`src/hw/rtl/script_tokenizer_top_defines.svh`:
```
// assertion macros for the script tokenizer
`ifndef SCRIPT_TOKENIZER_TOP_DEFINES_SVH
`define SCRIPT_TOKENIZER_TOP_DEFINES_SVH

// same-cycle implication, off during reset
`define STOK_ASSERT_NOW(label, ante, cons, msg) \
   label: assert property (@(posedge clock) disable iff (reset) (ante) |-> (cons)) \
      else $error(msg);

// next-cycle implication, off during reset
`define STOK_ASSERT_NEXT(label, ante, cons, msg) \
   label: assert property (@(posedge clock) disable iff (reset) (ante) |=> (cons)) \
      else $error(msg);

`endif

```
`src/hw/rtl/stok_pkg.sv`:
```
// types, character codes and helpers shared by the script tokenizer
package stok_pkg;

   localparam logic [2:0] MODE_SKIP    = 3'd0;
   localparam logic [2:0] MODE_SLASH   = 3'd1;
   localparam logic [2:0] MODE_COMMENT = 3'd2;
   localparam logic [2:0] MODE_QUOTE   = 3'd3;
   localparam logic [2:0] MODE_WORD    = 3'd4;

   localparam logic [7:0] CH_NUL    = 8'h00;
   localparam logic [7:0] CH_LF     = 8'h0A;
   localparam logic [7:0] CH_SPACE  = 8'h20;
   localparam logic [7:0] CH_DQUOTE = 8'h22;
   localparam logic [7:0] CH_SQUOTE = 8'h27;
   localparam logic [7:0] CH_LPAREN = 8'h28;
   localparam logic [7:0] CH_RPAREN = 8'h29;
   localparam logic [7:0] CH_COMMA  = 8'h2C;
   localparam logic [7:0] CH_SLASH  = 8'h2F;
   localparam logic [7:0] CH_LBRACE = 8'h7B;
   localparam logic [7:0] CH_RBRACE = 8'h7D;

   typedef struct packed {
      logic [2:0] mode;
      logic [7:0] held_byte;
      logic       held_valid;
   } state_type;

   typedef struct packed {
      logic [7:0] token_byte;
      logic       has_byte;
      logic       token_end;
      logic       end_of_data;
      logic       run_last;
   } result_type;

   typedef struct packed {
      logic [1:0] count;
      result_type r0;
      result_type r1;
   } step_type;

   function automatic logic is_single(input logic [7:0] b);
      return (b == CH_LBRACE) || (b == CH_RBRACE) || (b == CH_RPAREN) ||
             (b == CH_LPAREN) || (b == CH_SQUOTE) || (b == CH_COMMA);
   endfunction

   function automatic result_type mk_result(input logic [7:0] b, input logic has,
                                            input logic tend, input logic eod);
      result_type r;
      r.token_byte  = has ? b : 8'h00;
      r.has_byte    = has;
      r.token_end   = tend;
      r.end_of_data = eod;
      r.run_last    = 1'b0;
      return r;
   endfunction

endpackage

```
`src/hw/rtl/stok_req_if.sv`:
```
// text byte channel
interface stok_req_if;
   logic       valid;
   logic       ready;
   logic [7:0] text_byte;

   modport source (output valid, output text_byte, input ready);
   modport sink (input valid, input text_byte, output ready);
endinterface

```
`src/hw/rtl/stok_rsp_if.sv`:
```
// token result channel
interface stok_rsp_if;
   logic       valid;
   logic       ready;
   logic [7:0] token_byte;
   logic       has_byte;
   logic       token_end;
   logic       end_of_data;
   logic       run_last;

   modport source (output valid, output token_byte, output has_byte, output token_end,
                   output end_of_data, output run_last, input ready);
   modport sink (input valid, input token_byte, input has_byte, input token_end,
                 input end_of_data, input run_last, output ready);
endinterface

```
`src/hw/rtl/script_tokenizer_top.sv`:
```
// script tokenizer top level: parse state, step logic and result buffer
//
// usage
//   req_chan carries one script byte per transfer (text_byte, 0 = end of data).
//   rsp_chan carries token bytes with has_byte, token_end, end_of_data and
//   run_last; run_last marks the final result caused by one input byte.
//   each input byte gives zero, one or two results; one byte of a token is
//   held back so its last byte can carry token_end.
// timing: a result is presented in the cycle after the byte that causes it.
// throughput: one byte per cycle while rsp ready is high and each byte gives at
//   most one result; a byte that closes a word with a one-byte token gives two
//   results and fills the two-entry result buffer, so the next byte waits until
//   the first of them has been taken.
// reset: synchronous, active high; parse mode returns to skipping blanks,
//   the held byte and the result buffer are emptied.
// stall: when the receiver holds rsp ready low the buffer keeps its results
//   and req ready drops once the buffer cannot take a worst-case byte.
`include "script_tokenizer_top_defines.svh"

module script_tokenizer_top (
   input logic        clock,
   input logic        reset,
   stok_req_if.sink   req_chan,
   stok_rsp_if.source rsp_chan
);

   // parse state
   stok_pkg::state_type  state_ff;
   stok_pkg::state_type  state_in;
   stok_pkg::step_type   step;

   // two-entry result buffer, slot0 is the head
   stok_pkg::result_type slot0_ff, slot0_in;
   stok_pkg::result_type slot1_ff, slot1_in;
   logic [1:0]           count_ff, count_in;

   logic req_xfer;
   logic rsp_xfer;

   stok_step u_step (
      .state_cur (state_ff),
      .text_byte (req_chan.text_byte),
      .state_nxt (state_in),
      .step      (step)
   );

   // accept only when the buffer is empty after this cycle's pop,
   // so both result slots are free for the new byte
   assign req_chan.ready = (count_ff == 2'd0) || (count_ff == 2'd1 && rsp_chan.ready);
   assign req_xfer       = req_chan.valid && req_chan.ready;
   assign rsp_xfer       = rsp_chan.valid && rsp_chan.ready;

   always_comb begin
      slot0_in = slot0_ff;
      slot1_in = slot1_ff;
      count_in = count_ff;
      if (req_xfer) begin
         // buffer drains empty this cycle, load the new results
         slot0_in = step.r0;
         slot1_in = step.r1;
         count_in = step.count;
      end else if (rsp_xfer) begin
         slot0_in = slot1_ff;
         count_in = count_ff - 2'd1;
      end
   end

   always_ff @(posedge clock) begin
      if (reset) begin
         state_ff <= '0;
         count_ff <= 2'd0;
      end else begin
         if (req_xfer) begin
            state_ff <= state_in;
         end
         count_ff <= count_in;
      end
   end

   // payload slots need no reset
   always_ff @(posedge clock) begin
      slot0_ff <= slot0_in;
      slot1_ff <= slot1_in;
   end

   assign rsp_chan.valid       = (count_ff != 2'd0);
   assign rsp_chan.token_byte  = slot0_ff.token_byte;
   assign rsp_chan.has_byte    = slot0_ff.has_byte;
   assign rsp_chan.token_end   = slot0_ff.token_end;
   assign rsp_chan.end_of_data = slot0_ff.end_of_data;
   assign rsp_chan.run_last    = slot0_ff.run_last;

   // a new byte never lands on top of undelivered results
   `STOK_ASSERT_NOW(a_no_overrun, req_xfer, count_ff == 2'd0 || (count_ff == 2'd1 && rsp_xfer),
      "byte accepted while results still pending")

   // a head result without run_last always has its partner queued behind it
   `STOK_ASSERT_NOW(a_pair_queued, rsp_chan.valid && !rsp_chan.run_last, count_ff == 2'd2,
      "first of a result pair without its partner")

   // end of data always brings the parser back to skipping with nothing held
   `STOK_ASSERT_NEXT(a_eod_resets, req_xfer && req_chan.text_byte == stok_pkg::CH_NUL,
      state_ff.mode == stok_pkg::MODE_SKIP && !state_ff.held_valid,
      "parser not idle after end of data")

endmodule

```
`src/hw/rtl/stok_step.sv`:
```
// per-byte parse step: next state and up to two results
module stok_step (
   input  stok_pkg::state_type state_cur,
   input  logic [7:0]          text_byte,
   output stok_pkg::state_type state_nxt,
   output stok_pkg::step_type  step
);

   logic [2:0] mode_eff;
   logic       is_eod;
   logic       is_blank;

   always_comb begin
      state_nxt = state_cur;
      step      = '0;
      is_eod    = (text_byte == stok_pkg::CH_NUL);
      is_blank  = (text_byte <= stok_pkg::CH_SPACE);
      mode_eff  = (state_cur.mode == stok_pkg::MODE_SLASH) ? stok_pkg::MODE_WORD
                                                           : state_cur.mode;

      if (state_cur.mode == stok_pkg::MODE_SLASH && text_byte == stok_pkg::CH_SLASH) begin
         // second slash: comment starts, held slash is dropped
         state_nxt.mode       = stok_pkg::MODE_COMMENT;
         state_nxt.held_byte  = 8'h00;
         state_nxt.held_valid = 1'b0;
      end else begin
         case (mode_eff)
            stok_pkg::MODE_COMMENT: begin
               if (is_eod) begin
                  step.count     = 2'd1;
                  step.r0        = stok_pkg::mk_result(8'h00, 1'b0, 1'b0, 1'b1);
                  state_nxt.mode = stok_pkg::MODE_SKIP;
               end else if (text_byte == stok_pkg::CH_LF) begin
                  state_nxt.mode = stok_pkg::MODE_SKIP;
               end
            end
            stok_pkg::MODE_QUOTE: begin
               if (is_eod || text_byte == stok_pkg::CH_DQUOTE) begin
                  step.count           = 2'd1;
                  step.r0              = stok_pkg::mk_result(state_cur.held_byte,
                                            state_cur.held_valid, 1'b1, is_eod);
                  state_nxt.mode       = stok_pkg::MODE_SKIP;
                  state_nxt.held_byte  = 8'h00;
                  state_nxt.held_valid = 1'b0;
               end else begin
                  if (state_cur.held_valid) begin
                     step.count = 2'd1;
                     step.r0    = stok_pkg::mk_result(state_cur.held_byte, 1'b1, 1'b0, 1'b0);
                  end
                  state_nxt.held_byte  = text_byte;
                  state_nxt.held_valid = 1'b1;
               end
            end
            stok_pkg::MODE_WORD: begin
               state_nxt.mode = stok_pkg::MODE_WORD;
               if (is_blank) begin
                  step.count           = 2'd1;
                  step.r0              = stok_pkg::mk_result(state_cur.held_byte,
                                            state_cur.held_valid, 1'b1, is_eod);
                  state_nxt.mode       = stok_pkg::MODE_SKIP;
                  state_nxt.held_byte  = 8'h00;
                  state_nxt.held_valid = 1'b0;
               end else if (stok_pkg::is_single(text_byte)) begin
                  step.count           = 2'd2;
                  step.r0              = stok_pkg::mk_result(state_cur.held_byte,
                                            state_cur.held_valid, 1'b1, 1'b0);
                  step.r1              = stok_pkg::mk_result(text_byte, 1'b1, 1'b1, 1'b0);
                  state_nxt.mode       = stok_pkg::MODE_SKIP;
                  state_nxt.held_byte  = 8'h00;
                  state_nxt.held_valid = 1'b0;
               end else begin
                  if (state_cur.held_valid) begin
                     step.count = 2'd1;
                     step.r0    = stok_pkg::mk_result(state_cur.held_byte, 1'b1, 1'b0, 1'b0);
                  end
                  state_nxt.held_byte  = text_byte;
                  state_nxt.held_valid = 1'b1;
               end
            end
            default: begin
               // skip mode, also any unused code
               state_nxt.mode       = stok_pkg::MODE_SKIP;
               state_nxt.held_byte  = 8'h00;
               state_nxt.held_valid = 1'b0;
               if (is_eod) begin
                  step.count = 2'd1;
                  step.r0    = stok_pkg::mk_result(8'h00, 1'b0, 1'b0, 1'b1);
               end else if (is_blank) begin
                  state_nxt.mode = stok_pkg::MODE_SKIP;
               end else if (text_byte == stok_pkg::CH_SLASH) begin
                  state_nxt.held_byte  = text_byte;
                  state_nxt.held_valid = 1'b1;
                  state_nxt.mode       = stok_pkg::MODE_SLASH;
               end else if (text_byte == stok_pkg::CH_DQUOTE) begin
                  state_nxt.mode = stok_pkg::MODE_QUOTE;
               end else if (stok_pkg::is_single(text_byte)) begin
                  step.count = 2'd1;
                  step.r0    = stok_pkg::mk_result(text_byte, 1'b1, 1'b1, 1'b0);
               end else begin
                  state_nxt.held_byte  = text_byte;
                  state_nxt.held_valid = 1'b1;
                  state_nxt.mode       = stok_pkg::MODE_WORD;
               end
            end
         endcase
      end

      // last result of this byte carries run_last
      if (step.count == 2'd1) begin
         step.r0.run_last = 1'b1;
      end else if (step.count == 2'd2) begin
         step.r1.run_last = 1'b1;
      end
   end

endmodule
```
`src/flat_wrapper.sv`:
```
// flat-port wrapper written by rule: the top's interface ports become plain ports
module script_tokenizer_top_flat 
  (clock, reset, req_chan_valid, req_chan_text_byte, req_chan_ready, rsp_chan_valid, rsp_chan_token_byte, rsp_chan_has_byte, rsp_chan_token_end, rsp_chan_end_of_data, rsp_chan_run_last, rsp_chan_ready);
  stok_req_if req_chan_i ();
  stok_rsp_if rsp_chan_i ();
  input logic clock;
  input logic reset;
  input wire logic [$bits(req_chan_i.valid)-1:0] req_chan_valid;
  input wire logic [$bits(req_chan_i.text_byte)-1:0] req_chan_text_byte;
  output wire logic [$bits(req_chan_i.ready)-1:0] req_chan_ready;
  output wire logic [$bits(rsp_chan_i.valid)-1:0] rsp_chan_valid;
  output wire logic [$bits(rsp_chan_i.token_byte)-1:0] rsp_chan_token_byte;
  output wire logic [$bits(rsp_chan_i.has_byte)-1:0] rsp_chan_has_byte;
  output wire logic [$bits(rsp_chan_i.token_end)-1:0] rsp_chan_token_end;
  output wire logic [$bits(rsp_chan_i.end_of_data)-1:0] rsp_chan_end_of_data;
  output wire logic [$bits(rsp_chan_i.run_last)-1:0] rsp_chan_run_last;
  input wire logic [$bits(rsp_chan_i.ready)-1:0] rsp_chan_ready;
  assign req_chan_i.valid = req_chan_valid;
  assign req_chan_i.text_byte = req_chan_text_byte;
  assign req_chan_ready = req_chan_i.ready;
  assign rsp_chan_valid = rsp_chan_i.valid;
  assign rsp_chan_token_byte = rsp_chan_i.token_byte;
  assign rsp_chan_has_byte = rsp_chan_i.has_byte;
  assign rsp_chan_token_end = rsp_chan_i.token_end;
  assign rsp_chan_end_of_data = rsp_chan_i.end_of_data;
  assign rsp_chan_run_last = rsp_chan_i.run_last;
  assign rsp_chan_i.ready = rsp_chan_ready;
  script_tokenizer_top u_core (.clock(clock), .reset(reset), .req_chan(req_chan_i), .rsp_chan(rsp_chan_i));
endmodule
```
`config.mk`:
```
export PLATFORM = sky130hd
export DESIGN_NAME = script_tokenizer_top_flat
export DESIGN_NICKNAME = d
export VERILOG_FILES = /design/src/hw/rtl/stok_pkg.sv /design/src/hw/rtl/stok_req_if.sv /design/src/hw/rtl/stok_rsp_if.sv /design/src/hw/rtl/script_tokenizer_top.sv /design/src/hw/rtl/stok_step.sv /design/src/flat_wrapper.sv
export VERILOG_INCLUDE_DIRS = /design/src /design/src/hw/rtl
export SDC_FILE = /design/constraint.sdc
export NUM_CORES = 1
export LEC_CHECK = 0
export ABC_AREA = 0
export ABC_CLOCK_PERIOD_IN_PS = 5800
export BUFFER_PORTS_ARGS = -buffer_cell sky130_fd_sc_hd__buf_2
export CAP_MARGIN = 20
export CORE_MARGIN = 5
export CORE_UTILIZATION = 63
export DETAILED_ROUTE_END_ITERATION = 7
export HOLD_SLACK_MARGIN = 0.06
export PLACE_DENSITY = 0.84
export SLEW_MARGIN = 10
export SYNTH_ARGS = -nofsm -noshare
export SYNTH_HDL_FRONTEND = slang
export SYNTH_HIERARCHICAL = 1
export SYNTH_SLANG_ARGS = --single-unit
```
`constraint.sdc`:
```
create_clock -name clock -period 5.8 [get_ports clock]
set_input_delay 0.58 -clock clock [delete_from_list [all_inputs] [get_ports clock]]
set_output_delay 0.58 -clock clock [all_outputs]
set_load 0.02 [all_outputs]
```
=== Word-level counts from Yosys, hierarchy flattened ===
Index checks and enable logic that the tools add are counted.

* Word-level logic and storage cells: 97
* Bits of input ports: 12
* Register bits after elaboration: 38
* Output and inout port bits: 14

* $add $sub $neg: 1
* Multiplexer cells: 41
* Equal/unequal tests: 19
* Magnitude comparators: 1
* Reduce and logical (&&, ||, !) cells: 19
* Bitwise logic cells: 2

{| class="wikitable"
|+ Operators by type and width
! operator !! number
|-
| $mux 12 || 10
|-
| $mux 14 || 7
|-
| $eq 8x6->1 const B || 6
|-
| $pmux 14 s3 || 1
|-
| $mux 13 || 3
|-
| $mux 9 || 4
|-
| $pmux 9 s3 || 1
|-
| $mux 26 || 1
|-
| $mux 3 || 7
|-
| $eq 8x7->1 const B || 2
|-
| $pmux 3 s3 || 1
|-
| $eq 8x4->1 const B || 1
|-
| $le 8x6->1 const B || 1
|-
| $logic_not 8->1 || 1
|-
| $mux 8 || 1
|-
| $logic_or 1x1->1 || 7
|-
| $eq 3x2->1 const B || 2
|-
| $eq 2x1->1 const B || 2
|-
| $logic_and 1x1->1 || 4
|-
| $mux 2 || 2
|-
| $ne 4x4->1 const B || 1
|-
| $reduce_bool 2->1 || 2
|-
| $reduce_or 4->1 || 1
|-
| $eq 3x1->1 const B || 1
|-
| 11 further kinds || 14
|}

=== Depth between registers and ports, before layout ===
* Word-level depth: 16
* Mapped depth: 9
* Mapped depth without buffers: 7

=== Cells and area by module ===
Netlist, hierarchy kept.

{| class="wikitable"
|+ Modules (own cells, without submodules)
! module !! instances !! cells an instance !! area an instance (um2) !! sequential area each (um2)
|-
| script_tokenizer_top || 1 || 112 || 1540.2 || 1001.0
|-
| stok_step || 1 || 127 || 872.1 || 0.0
|}

=== Least setup slack after synthesis ===
No wires, ideal clock.

* Kind: input port to flip-flop
* From: input req_chan_text_byte[5]
* To: register u_core.slot0_ff (netlist bit u_core/rsp_chan.token_end) (data pin)
* Stages: 7
* Path slack: 3458 ps
* Arrival: 2081 ps
* Setup time: 260 ps
* Cells stage by stage: clkbuf_1 -> and2_1 -> nand3_1 -> nor3_1 -> clkbuf_1 -> a221oi_1 -> mux2_4

{| class="wikitable"
|+ RTL lines
! element !! RTL line !! text
|-
| from (decl) || flat_wrapper.sv:9 || <nowiki>input wire logic [$bits(req_chan_i.text_byte)-1:0] req_chan_text_byte;</nowiki>
|-
| to (signal assigned) || script_tokenizer_top.sv:82 || <nowiki>slot0_ff <= slot0_in;</nowiki>
|-
| to (decl) || script_tokenizer_top.sv:33 || <nowiki>stok_pkg::result_type slot0_ff, slot0_in;</nowiki>
|}

==> results_dict.tcl <==
set metrics [dict create \
    power_density_nw_per_um2 340 \
    ctsHoldBuffers 0 \
    drt_first_pass_iters 5 \
    finalWeightedCongestion 0.971 \
    end_kind "flop" \
    synth_cell_type_count 59 \
    status "finished, final reports clean" \
    num_antenna_cells 0 \
    synth_ff_type "edfxtp_1" \
    max_stage_delay_ns 0.62 \
    hp-start "u_core/count_ff[0]$_SDFFE_PP0P_" \
    fin_crit_sh 0.414 \
    path_common_cell "a21oi_1" \
    max_slew_margin 0.567 \
    peakVddDrop_v 0.000199 \
    min_delay_path_depth 2 \
    dp_hpwl_um 4040 \
    synth_cells 239 \
    grt_pass1_wl_um 9100 \
    reg2reg_to "u_core/state_ff[6]$_SDFFE_PP0P_" \
    final_util 0.707 \
    gr-total-overflow 0 \
    synth_area_um2 2410 \
    critPathLaunchType "flop" \
    routedWlPerCell_um 19.2 \
    final_max_slew_viol_count 0 \
    clockRootBuffer "clkbuf_8" \
    die_area_um2 5170 \
    core_um2 3690 \
    cts_sinks 38 \
    slowest_stage "dfxtp_1" \
    area_growth_pct 8.04 \
    cts_inserted_buffers 5 \
    layout_common_cells "buf_2, edfxtp_1, a21oi_1" \
    synth_largest_area_cell "edfxtp_1" \
    nets 266 \
    drive_above_1_share 0.257 \
    worstPathMaxFanout 12 \
    crit_path_cell_trace "xnor2_1, nor2_1, a21oi_1, or3_4, a311oi_1, nand3_1, a21oi_1" \
    cp.arrival_ns 2.62 \
    ys_ff_latch 38 \
    cts-resized-gates 0 \
    die_h_um 71.9 \
    synth_seq_area_share 0.415 \
    fin_skew_ns 0.00640 \
    viasPerCell 6.65 \
    initial_utilization 0.654 \
    clk_path_buf_depth 2 \
    worst_pin_slew_ns 0.645 \
    cts.clk_slew.worst_paths_ns 0.08 \
    drc 0 \
    grt_setup_unrepaired "false" \
    finalHoldViolCount 0 \
    hold-path-endpoint "u_core/count_ff[0]$_SDFFE_PP0P_" \
    final_antenna_net_count 0 \
    die_x_um 71.9 \
    setup_ws_ns 3.40 \
    grt_max_degree 17 \
    yosys-top-cells-area "edfxtp_1, dfxtp_1, mux2_4" \
    ioPinCount 26 \
    worstSkewPairLatency_ns 0.29 \
    synth_edf_count 24 \
    grt_util_all_layers 0.228 \
    cts_tree "done" \
    critPathKind "flop to flop" \
    grt_pass1_vias 1812 \
    p_total_mw 0.887 \
    async_reset_ff_frac 0 \
    reg2regPathDepth 7 \
    pre_cts_slack_ns 3.17 \
    drt-initial-drc-count 182 \
    avgSynthCellArea_um2 10.1 \
    hp-class "flop to flop" \
    h-tree-depth 2 \
    yosys_warnings 6 \
    crit_required_ns 6.02 \
    setup_viol 0 \
    rr_startpoint "u_core/state_ff[9]$_SDFFE_PP0P_" \
    cts_setup_buffers 0 \
    r2r_setup_slack_ns 3.40 \
    final_common_cell "buf_2" \
    tns_ns 0 \
    maxCapViolations 0 \
    totalWireLength_um 5770 \
    min_period_ns 2.40 \
    leakagePower_nw 1.01 \
    port_buffers 25 \
    rows 22 \
    fmax_ghz 0.417 \
    synth_top_cell_area_share 0.299 \
    num_vias 2001 \
    antenna_found_initial 0 \
]
## power by group
group	switching, mW	internal (mW)	leakage, nW
Sequential	0.0213	0.341	0.355
Combinational	0.158	0.0873	0.586
Clock	0.0954	0.183	0.0714
## through the flow
step	cells	area, µm²	hold WS, ns
4_1_cts	301	2610	0.502
6_report	301	2610	0.516
3_3_place_gp	293	2460	0.494
2_1_floorplan	240	2420	0.450
3_5_place_dp	293	2460	0.493
5_1_grt	301	2610	0.559
## Yosys cell counts, types with 5 or more instances
master / instances
o21ai_0: 14
and3_1: 7
mux2_2: 6
dfxtp_1: 14
a21oi_1: 19
nor2_1: 12
edfxtp_1: 24
buf_2: 6
nand2_1: 12
nand3_1: 18
nor3_1: 10
a22o_1: 7
buf_4: 5
mux2_4: 8
inv_1: 7
## per-layer routing
layer | GRT usage | up-vias | routed length (µm)
met2 | 0.392 | 107 | 2810
met5 | 0 | - | 0
met1 | 0.291 | 962 | 2390
li1 | - | 916 | -
met4 | 0.0710 | 0 | 114
met3 | 0.0421 | 16 | 447
## worst max-delay path: cells and delay by family, from the launching register on
family	cells	cell delay [ns]
and+or+nand+nor	3	0.99
DFF	1	0.62
AOI/OAI and AO/OA	3	0.49
xor gates and xnor gates	1	0.23
## logic make-up after synthesis
| logic type | after synthesis | synth area share |
|---|---|---|
| AND/OR/NAND/NOR | 80 | 0.189 |
| AO/OA/AOI/OAI | 68 | 0.205 |
| flip-flops | 38 | 0.415 |
| buffers and inverters | 29 | 0.0747 |
| multiplexers | 16 | 0.0861 |
| XOR/XNOR | 5 | 0.0182 |
| adder cells (fa/ha/maj) | 2 | 0.0104 |
| other | 1 | 0.00155 |
## area by class of cell
class | instances | area, µm²
well taps | 48 | 60.1
clock buffers | 6 | 82.6
multi-input cells | 173 | 1230
clock inverters | 2 | 60.1
inverters | 8 | 35.0
flip-flops and latches | 38 | 1000
fillers | 288 | 1080
repair buffers | 26 | 133
## worst max path at each step
stage	startpoint	end	slack [ns]	cells past startpoint
2_1_floorplan	req_chan_text_byte[5]	u_core/rsp_chan.token_end$_DFFE_PP_	3.46	7
3_5_place_dp	req_chan_text_byte[4]	u_core/rsp_chan.run_last$_DFFE_PP_	3.17	7
3_3_place_gp	req_chan_text_byte[4]	u_core/rsp_chan.run_last$_DFFE_PP_	3.19	7
6_report	u_core/state_ff[9]$_SDFFE_PP0P_	u_core/state_ff[6]$_SDFFE_PP0P_	3.40	7
5_1_grt	u_core/state_ff[9]$_SDFFE_PP0P_	u_core/state_ff[6]$_SDFFE_PP0P_	3.19	7
4_1_cts	u_core/state_ff[9]$_SDFFE_PP0P_	u_core/state_ff[6]$_SDFFE_PP0P_	3.44	7
## registers in the layout, summed over array words and instances, names as in the netlist
register                     count
u_core/slot1_ff                 12
u_core/count_ff                  2
u_core/rsp_chan.has_byte         1
u_core/rsp_chan.token_end        1
u_core/rsp_chan.run_last         1
u_core/rsp_chan.token_byte       8
u_core/state_ff                 12
u_core/rsp_chan.end_of_data      1
(Power assumes the default switching activity.)
